===== src/rtl/tisf_pkg.sv =====
// ----------------------------------------------------------------------------
// tisf_pkg
// Shared types and Telnet codes for the IAC stream filter.
// ----------------------------------------------------------------------------
package tisf_pkg;

   localparam logic [7:0] TN_IAC  = 8'hFF;
   localparam logic [7:0] TN_DONT = 8'hFE;
   localparam logic [7:0] TN_DO   = 8'hFD;
   localparam logic [7:0] TN_WONT = 8'hFC;
   localparam logic [7:0] TN_WILL = 8'hFB;
   localparam logic [7:0] TN_SB   = 8'hFA;
   localparam logic [7:0] TN_SE   = 8'hF0;

   // last beat index of a refusal burst (IAC, cmd, option)
   localparam logic [1:0] BEAT_LAST = 2'd2;

   typedef enum logic [2:0] {
      MODE_NORMAL = 3'd0,
      MODE_IAC    = 3'd1,
      MODE_WILL   = 3'd2,
      MODE_WONT   = 3'd3,
      MODE_DO     = 3'd4,
      MODE_DONT   = 3'd5,
      MODE_SUB    = 3'd6,
      MODE_SUBIAC = 3'd7
   } tisf_mode_type;

   // what one received byte produces
   typedef struct packed {
      logic       emit;    // at least one result
      logic       refuse;  // three-beat refusal toward the network
      logic [7:0] cmd;     // DONT or WONT for a refusal
      logic [7:0] data;    // terminal byte, or option byte of a refusal
   } tisf_emit_type;

endpackage


===== src/rtl/tisf_decode.sv =====
// ----------------------------------------------------------------------------
// tisf_decode
// Telnet parser step: next mode and emitted results for one byte.
// ----------------------------------------------------------------------------
module tisf_decode (
   input  tisf_pkg::tisf_mode_type mode,
   input  logic [7:0]              rx_byte,
   input  logic                    link_up,
   output tisf_pkg::tisf_mode_type mode_next,
   output tisf_pkg::tisf_emit_type emit
);
   import tisf_pkg::*;

   // next state
   always_comb begin
      mode_next = mode;
      case (mode)
         MODE_NORMAL: begin
            if (rx_byte == TN_IAC) mode_next = MODE_IAC;
         end
         MODE_IAC: begin
            case (rx_byte)
               TN_WILL: mode_next = MODE_WILL;
               TN_WONT: mode_next = MODE_WONT;
               TN_DO:   mode_next = MODE_DO;
               TN_DONT: mode_next = MODE_DONT;
               TN_SB:   mode_next = MODE_SUB;
               default: mode_next = MODE_NORMAL;
            endcase
         end
         MODE_WILL, MODE_WONT, MODE_DO, MODE_DONT: begin
            mode_next = MODE_NORMAL;
         end
         MODE_SUB: begin
            if (rx_byte == TN_IAC) mode_next = MODE_SUBIAC;
         end
         MODE_SUBIAC: begin
            if (rx_byte == TN_SE)       mode_next = MODE_NORMAL;
            else if (rx_byte != TN_IAC) mode_next = MODE_SUB;
         end
         default: mode_next = MODE_NORMAL;
      endcase
   end

   // outputs
   always_comb begin
      emit.emit   = 1'b0;
      emit.refuse = 1'b0;
      emit.cmd    = (mode == MODE_WILL) ? TN_DONT : TN_WONT;
      emit.data   = rx_byte;
      case (mode)
         MODE_NORMAL: emit.emit = (rx_byte != TN_IAC);
         MODE_IAC:    emit.emit = (rx_byte == TN_IAC);
         MODE_WILL, MODE_DO: begin
            emit.emit   = link_up;
            emit.refuse = link_up;
         end
         default: emit.emit = 1'b0;
      endcase
   end

endmodule


===== src/rtl/telnet_iac_stream_filter.sv =====
// ----------------------------------------------------------------------------
// telnet_iac_stream_filter
// Strips Telnet commands from a received byte stream and refuses all option requests while the link is up.
// ----------------------------------------------------------------------------
//  channel | dir | tdata                          | tuser       | tlast
//  req_    | in  | [7:0] rx_byte, [8] link_up     | -           | -
//  rsp_    | out | [7:0] out_byte                 | to_network  | last_of_run
//
//  One request is taken per cycle unless the result register is busy or stalled;
//  each passes the input register, then the result register. A plain
//  byte gives one result, an option request (WILL/DO while link is up)
//  gives a three-beat refusal, held until its last beat is taken.
//  Requests giving no result pass through the decoder without using a beat.
//  Reset (synchronous) empties both registers and returns the parser to
//  normal data mode. rsp_tready low stalls the result register, and the
//  input register fills behind it before req_tready drops.
// ----------------------------------------------------------------------------
module telnet_iac_stream_filter (
   input  logic        clock,
   input  logic        reset,
   input  logic        req_tvalid,
   output logic        req_tready,
   input  logic [15:0] req_tdata,   // [7:0] rx_byte, [8] link_up, [15:9] zero
   output logic        rsp_tvalid,
   input  logic        rsp_tready,
   output logic [7:0]  rsp_tdata,   // [7:0] out_byte
   output logic        rsp_tuser,   // [0] to_network
   output logic        rsp_tlast    // last_of_run
);
   import tisf_pkg::*;

   // input register
   logic          in_vld_ff, in_vld_in;
   logic [7:0]    in_byte_ff;
   logic          in_link_ff;

   // parser state
   tisf_mode_type mode_ff, mode_in, mode_next;
   tisf_emit_type emit;

   // result register
   logic          out_vld_ff, out_vld_in;
   logic [1:0]    beat_ff, beat_in;
   logic          burst_ff;
   logic [7:0]    cmd_ff;
   logic [7:0]    data_ff;

   logic          req_accept;
   logic          rsp_accept;
   logic          s2_free;
   logic          s1_move;

   tisf_decode u_decode (
      .mode      (mode_ff),
      .rx_byte   (in_byte_ff),
      .link_up   (in_link_ff),
      .mode_next (mode_next),
      .emit      (emit)
   );

   // handshakes
   assign rsp_accept = rsp_tvalid && rsp_tready;
   assign s2_free    = !out_vld_ff || (rsp_accept && rsp_tlast);
   assign s1_move    = in_vld_ff && s2_free;
   assign req_tready = !in_vld_ff || s1_move;
   assign req_accept = req_tvalid && req_tready;

   // next values of control state
   always_comb begin
      in_vld_in  = in_vld_ff;
      mode_in    = mode_ff;
      out_vld_in = out_vld_ff;
      beat_in    = beat_ff;
      if (s1_move) begin
         in_vld_in = 1'b0;
         mode_in   = mode_next;
      end
      if (req_accept) in_vld_in = 1'b1;
      if (s1_move) begin
         out_vld_in = emit.emit;
         beat_in    = '0;
      end else if (rsp_accept) begin
         if (rsp_tlast) out_vld_in = 1'b0;
         else           beat_in    = beat_ff + 2'd1;
      end
   end

   always_ff @(posedge clock) begin
      if (reset) begin
         in_vld_ff  <= 1'b0;
         mode_ff    <= MODE_NORMAL;
         out_vld_ff <= 1'b0;
         beat_ff    <= '0;
      end else begin
         in_vld_ff  <= in_vld_in;
         mode_ff    <= mode_in;
         out_vld_ff <= out_vld_in;
         beat_ff    <= beat_in;
      end
   end

   // payload
   always_ff @(posedge clock) begin
      if (req_accept) begin
         in_byte_ff <= req_tdata[7:0];
         in_link_ff <= req_tdata[8];
      end
      if (s1_move) begin
         burst_ff <= emit.refuse;
         cmd_ff   <= emit.cmd;
         data_ff  <= emit.data;
      end
   end

   // result beat select: refusal is IAC, cmd, option
   always_comb begin
      rsp_tdata = data_ff;
      if (burst_ff) begin
         case (beat_ff)
            2'd0:    rsp_tdata = TN_IAC;
            2'd1:    rsp_tdata = cmd_ff;
            default: rsp_tdata = data_ff;
         endcase
      end
   end

   assign rsp_tvalid = out_vld_ff;
   assign rsp_tuser  = burst_ff;
   assign rsp_tlast  = !burst_ff || (beat_ff == BEAT_LAST);

`ifndef ASSERT_OFF
   // single-beat results never advance the beat counter
   a_single_beat: assert property (@(posedge clock) disable iff (reset)
      out_vld_ff && !burst_ff |-> beat_ff == 2'd0)
      else $error("beat counter moved on a single result");

   // beat counter stays within a refusal burst
   a_beat_range: assert property (@(posedge clock) disable iff (reset)
      out_vld_ff |-> beat_ff != 2'd3)
      else $error("beat counter past refusal burst");

   // refusal burst opens with IAC
   a_refuse_iac: assert property (@(posedge clock) disable iff (reset)
      out_vld_ff && burst_ff && beat_ff == 2'd0 |-> rsp_tdata == TN_IAC)
      else $error("refusal burst not led by IAC");

   // last beat taken with nothing behind it empties the result register
   a_drain: assert property (@(posedge clock) disable iff (reset)
      rsp_accept && rsp_tlast && !in_vld_ff |=> !rsp_tvalid)
      else $error("result register did not drain");

   // a non-final beat taken keeps the burst going
   a_burst_cont: assert property (@(posedge clock) disable iff (reset)
      rsp_accept && !rsp_tlast |=> rsp_tvalid && beat_ff == $past(beat_ff) + 2'd1)
      else $error("refusal burst broken");
`endif

endmodule

===== config.mk =====
export PLATFORM = sky130hd
export DESIGN_NAME = telnet_iac_stream_filter
export DESIGN_NICKNAME = d
export VERILOG_FILES = /design/src/rtl/tisf_pkg.sv /design/src/rtl/tisf_decode.sv /design/src/rtl/telnet_iac_stream_filter.sv
export SDC_FILE = /design/constraint.sdc
export NUM_CORES = 1
export LEC_CHECK = 0
export BUFFER_PORTS_ARGS = -buffer_cell sky130_fd_sc_hd__buf_4
export CAP_MARGIN = 30
export CORE_AREA = 2 2 63 65
export CTS_CLUSTER_SIZE = 25
export DETAILED_ROUTE_END_ITERATION = 8
export DIE_AREA = 0 0 65 67
export PLACE_DENSITY = 0.54
export SLEW_MARGIN = 20
export SYNTH_ARGS = -nofsm -noshare
export SYNTH_HDL_FRONTEND = slang
export SYNTH_SLANG_ARGS = --single-unit

===== constraint.sdc =====
create_clock -name clock -period 1.8 [get_ports clock]
set_clock_uncertainty 0.1 [all_clocks]
set_input_delay 0.18 -clock clock [delete_from_list [all_inputs] [get_ports clock]]
set_output_delay 0.18 -clock clock [all_outputs]
set_load 0.02 [all_outputs]

==> results of run 1 <==
layer usage:
metal,GRT usage [%],wire [um],vias up
li1,-,-,452
met1,14.1,1040,409
met4,6.38,27,0
met3,1.69,68,2
met2,20.9,1170,16
met5,0,0,-
cells by family (layout without fill, tap and decap cells):
kind of cell | after synthesis | count (layout) | share of synthesized area, %
adder cells (fa/ha/maj) | 4 | 4 | 4.07
AND/OR/NAND/NOR | 39 | 39 | 20.0
AO/OA/AOI/OAI | 17 | 17 | 8.86
flip-flops | 26 | 26 | 57.8
buffers and inverters | 7 | 49 | 2.24
XOR/XNOR | 3 | 3 | 2.14
multiplexers | 6 | 6 | 4.89
where the power goes:
group	total [W]	switching [W]	internal (W)
Sequential	0.000686	0.0000149	0.000672
Clock	0.000477	0.000180	0.000297
Combinational	0.000147	0.0000669	0.0000796
worst max-delay path, delay by kind of cell, from the launching register on:
family,cells,cell delay (ns)
AO/OA/AOI/OAI,1,0.18
adder cells (fa/ha/maj),1,0.20
buffers and inverters,2,0.21
flip-flops,1,0.35
AND/OR/NAND/NOR,2,0.22
cell usage after synthesis, types with 2 or more instances:
master and number:
a21oi_1 5, and3_1 2, dfxtp_1 7, edfxtp_1 19, ha_1 4, inv_1 5
mux2i_1 6, nand2_1 5, nand2b_1 11, nor2_1 7, nor3_1 3, o21ai_0 6
xnor2_1 2
flip-flops by register name (all words and copies together) (netlist names):
name,cells
in_vld_ff,1
in_byte_ff,8
rsp_tvalid,1
in_link_ff,1
cmd_ff,1
beat_ff,2
mode_ff,3
data_ff,8
rsp_tuser,1
per-stage QoR:
| stage | hold slack, ns | setup WS [ns] | total power, W |
|---|---|---|---|
| 2_1_floorplan | 0.179 | 0.0243 | 0.000762 |
| 3_3_place_gp | 0.259 | 0.110 | 0.000827 |
| 3_5_place_dp | 0.259 | 0.0728 | 0.000830 |
| 4_1_cts | 0.0246 | 0.0326 | 0.00133 |
| 5_1_grt | 0.0611 | 0.00176 | 0.00136 |
| 6_report | 0.0511 | 0.0881 | 0.00131 |
timing repair:
| item | 4_1_cts | 5_1_grt |
|---|---|---|
| resized for setup | 4 | 3 |
| pin swaps | 1 | 0 |
| buffers inserted | 1 | 1 |
| hold buffers | 9 | 0 |
| endpoints found under the hold margin | 9 | 0 |
| endpoints found under the setup margin | 5 | 2 |
final cells by class:
class                   count  share of cell area (%)
flip-flops and latches     26                    41.5
multi-input cells          69                    30.3
repair buffers             40                    19.5
well taps                  48                    3.49
clock buffers               3                    2.40
clock inverters             1                    1.75
inverters                   5                    1.09
worst paths after layout:
kind                      start    endpoint  slack (ns)  cells after the start
setup reg to reg     beat_ff[0]  mode_ff[0]        0.16                      8
hold reg to reg   in_byte_ff[5]  data_ff[5]        0.40                      0
hold / removal       req_tvalid   in_vld_ff        0.05                      3
setup / recovery     beat_ff[0]  req_tready        0.09                      6
==> results.toml, run 1 <==
[status]
status = "finished, final reports clean"

[clock_network]
htreeDepth = 1
clock-sinks = 26
clk_latency_ns = 0.27
cts_root_buffer = "clkbuf_8"
path_clk_slew_ns = 0.09
cts_made_buffers = 3
cts.path.max_buffers = 2
cts_tree = "done"

[place]
portBuffers = 24
post-place-cells = 177
hpwl_mm = 1.69
dpl_cell_area_um2 = 1530
gp_congestion = 0.827

[synth]
ys.flop_type = "edfxtp_1"
synth_edf_count = 19
synth_top_area_share_pct = 46.4
syn_nets = 126
yosys_warnings = 0
ys_ff_latch = 26
yosysUniqueCellTypes = 33
synth_area_leaders = "edfxtp_1 46%, dfxtp_1 11%, nand2b_1 5.6%, mux2i_1 4.9%, ha_1 4.1%"
synth_largest_area_cell = "edfxtp_1"
avgSynthCellArea_um2 = 12.0
syn_inst = 102
ys_seq_area_share_pct = 57.8
syn_area_um2 = 1230
async_flop_share_pct = 0

[min_path]
hold_path.class = "input port to flip-flop"

[setup_path]
slowest_stage = "dfxtp_2"
start_kind = "flip-flop"
path_class = "flip-flop to primary output"
cp.arrival_ns = 1.43
slowest_delay_ns = 0.35
path_cells = "inv_2 > ha_1 > nand2b_4 > a21boi_4 > nand2_2 > buf_4"
cp.required_ns = 1.52
critical_path.max_fanout = 3
cp-end-kind = "primary output"

[global_routing]
first_global_vias = 856
antenna_found_initial = 0
grt_use_total_pct = 11.9
grt_overflow_total = 0
grt_pass1_wl_mm = 3.95
grt_max_degree = 16

[drt]
drt-initial-drc-count = 14
wire_per_inst_um = 12.0
drtPass1Iterations = 4
drt-vias-per-instance = 4.58
antenna_left = 0
drc = 0
drt_wl_total_mm = 2.31
vias = 879

[sta]
maxSlewHeadroom_pct = 76.2
rsz0062_at_grt = "no"
worst_pin_slew_ns = 0.354
fin_crit_ns = 1.71
clock.fmax_ghz = 0.584
final_hold_viol_count = 0
final-setup-viol-count = 0
finalSetupTns_ns = 0
post-route-period-util_pct = 95.1
drv_slew = 0

[cells_and_area]
fill_cells = 321
ff_latch_area_um2 = 713
fin_util_pct = 47.7
final_common_cell = "buf_4"
syn_to_final_growth_pct = 40.0
multiInputGateArea_um2 = 522
instances_no_fill = 192
final_cell_mix = "30 x buf_4, 19 x edfxtp_1, 10 x nand2b_1, 9 x dlygate4sd3_1, 7 x nor2_1"
finalNetCount = 169
fin_area_um2 = 1720
diodes = 0
drive_above_1_share_pct = 34.7

[floorplanning]
fp.dieH_um = 67
dieWidth_um = 65
io-pin-count = 32
core_area_um2 = 3610
start_util_pct = 34.1
design.die.area_um2 = 4360
fp-row-count = 22

[job]
drv_cap = 0

[pwr]
p_leak_nw = 0.709
ir_drop_v = 0.000428
p_per_area_nw_per_um2 = 762
Power figures use the tool's default switching activity.
==> run 2: changes to the inputs <==
--- a/config.mk
+++ b/config.mk
@@ -11,7 +11,8 @@
 export CTS_CLUSTER_SIZE = 25
 export DETAILED_ROUTE_END_ITERATION = 8
 export DIE_AREA = 0 0 65 67
-export PLACE_DENSITY = 0.54
+export GPL_TIMING_DRIVEN = 0
+export PLACE_DENSITY = 0.68
 export SLEW_MARGIN = 20
 export SYNTH_ARGS = -nofsm -noshare
 export SYNTH_HDL_FRONTEND = slang
==> run 2 against run 1 <==
Compared with the run above: combinational power is essentially flat; critical path depth shrank 1; final cell count is 2.1% higher; maximum frequency shrank 1.4%; via count rose by 3.0%; die area is the same; sequential share of layout area fell by 0.18 points; final area is 0.80% higher; worst setup slack got worse by 0.025 ns.
==> results.toml, run 2 (synthesized netlist as in run 1, its figures left out) <==
[sta]
whs_ns = 0.0177
maxSlewHeadroom_pct = 72.7
fin_crit_ns = 1.74
post-route-period-util_pct = 96.5
worst_slack_ns = 0.0635
worst_pin_slew_ns = 0.410
final_hold_viol_count = 0
drv_slew = 0
clock.fmax_ghz = 0.576
final-setup-viol-count = 0

[clock_network]
clk_latency_ns = 0.27
clock-sinks = 26
cts.path.max_buffers = 2
cts_made_buffers = 3
cts_root_buffer = "clkbuf_8"
htreeDepth = 1
path_clk_slew_ns = 0.09
cts_tree = "done"

[pwr]
p_sw_share_pct = 22.3
internal-power_w = 0.000905
p_switching_w = 0.000260
p_clk_share_pct = 28.3
p_per_area_nw_per_um2 = 672
ir_drop_v = 0.000284
p_leak_nw = 0.715
pwr-share-comb_pct = 12.7
pwr-share-seq_pct = 59.1

[setup_path]
cp-end-kind = "flip-flop"
slowest_stage = "or4_4"
start_kind = "flip-flop"
slowest_delay_ns = 0.55
rrSetupSlack_ns = 0.06
crit_buf_inv = 0
r2r_cells = 5
regToRegStartpoint = "in_byte_ff[0]"
path_class = "flip-flop to flip-flop"
path_cells = "or4_4 > nor3_2 > nor4_1 > a21oi_1 > mux2i_1"
startpoint = "in_byte_ff[0]"
timing.rr.end = "mode_ff[2]"
cp.required_ns = 1.86
crit_family = "simple AND/OR/NAND/NOR gates"
cp.arrival_ns = 1.79
critical_path.max_fanout = 5

[floorplanning]
io-pin-count = 32
core_area_um2 = 3610
fp.dieH_um = 67
start_util_pct = 34.1
dieWidth_um = 65
fp-row-count = 22
design.die.area_um2 = 4360

[cells_and_area]
fill_cells = 330
reg_top3 = "data_ff x8, in_byte_ff x8, mode_ff x3"
fin_util_pct = 48.1
diodes = 0
fin_area_um2 = 1730
drive_above_1_share_pct = 37.8
final_common_cell = "buf_4"
instances_no_fill = 196
syn_to_final_growth_pct = 41.1
final_cell_mix = "32 x buf_4, 19 x edfxtp_1, 10 x nand2b_1, 9 x dlygate4sd3_1, 7 x nor2_1"
finalNetCount = 173

[min_path]
hold_path.class = "input port to flip-flop"
hold_path_depth = 3
hold_end = "in_vld_ff"
hold_path.startpoint = "req_tvalid"

[place]
portBuffers = 23
pre_cts_slack_ns = -0.279
dpl_cell_area_um2 = 1490
post-place-cells = 173
hpwl_mm = 1.67
gp_congestion = 0.880

[job]
drv_cap = 0

[drt]
drt-vias-per-instance = 4.62
vias = 905
drt-initial-drc-count = 21
drtPass1Iterations = 2
antenna_left = 0
drc = 0
wire_per_inst_um = 12.2
drt_wl_total_mm = 2.38

[global_routing]
grt_use_total_pct = 11.8
grt_overflow_total = 0
grt_max_degree = 15
first_global_vias = 847
grt_pass1_wl_mm = 3.80
antenna_found_initial = 0

[status]
status = "finished, final reports clean"
## run 2: metal layers
metal	part of all wire (%)	wire length, um	global-route usage (%)
met2	54	1280	20.9
met3	2.7	64	1.18
met1	41	966	13.1
met5	0	0	0
met4	3.2	76	8.78
## run 2: how the worst max path moves through the flow
stage	endpoint	slack (ns)	cells past startpoint
2_1_floorplan	in_byte_ff[0]	0.02	6
3_3_place_gp	rsp_tdata[1]	-0.1	5
3_5_place_dp	rsp_tdata[1]	-0.28	5
4_1_cts	rsp_tdata[7]	0.01	6
5_1_grt	mode_ff[2]	-0.02	5
6_report	mode_ff[2]	0.06	5
## run 2: what timing repair did
item,4_1_cts,5_1_grt
gates resized for setup,7,7
hold buffers,9,0
setup buffers,4,6
cloned,0,0
pin swaps,2,2
endpoints found under the hold margin,9,0
endpoints found under the setup margin,11,10
## run 2: power groups by stage
stage,clock network (W),logic (W),registers [W]
final,0.000330,0.000147,0.000688
after global routing,0.000368,0.000158,0.000691
after CTS,0.000347,0.000134,0.000691
after detailed placement,0,0.000111,0.000704
after global placement,0,0.000109,0.000702
after floorplan,0,0.0000607,0.000702
## run 2: worst register-to-register path, delay by kind of cell, from the launching register on
kind	cells	cell delay, ns
flip-flops	1	0.50
AO/OA/AOI/OAI	1	0.15
multiplexers	1	0.09
AND/OR/NAND/NOR	3	0.79
## run 2: per-stage QoR
stage                     power [W]  setup TNS (ns)
after floorplan            0.000762               0
after global placement     0.000811          -0.133
after detailed placement   0.000815           -1.11
after CTS                   0.00117               0
after global routing        0.00122         -0.0220
final                       0.00117               0
## run 2: area by class of cell
class / instances / area, um^2 / area share (%)
sequential: 26 / 716 / 41.3
clock inverter: 1 / 3.75 / 0.216
inverter: 5 / 18.8 / 1.08
timing repair buffer: 42 / 342 / 19.7
tap: 48 / 60.1 / 3.46
clock buffer: 3 / 41.3 / 2.38
buffer: 2 / 8.76 / 0.505
multi-input combinational: 69 / 544 / 31.4
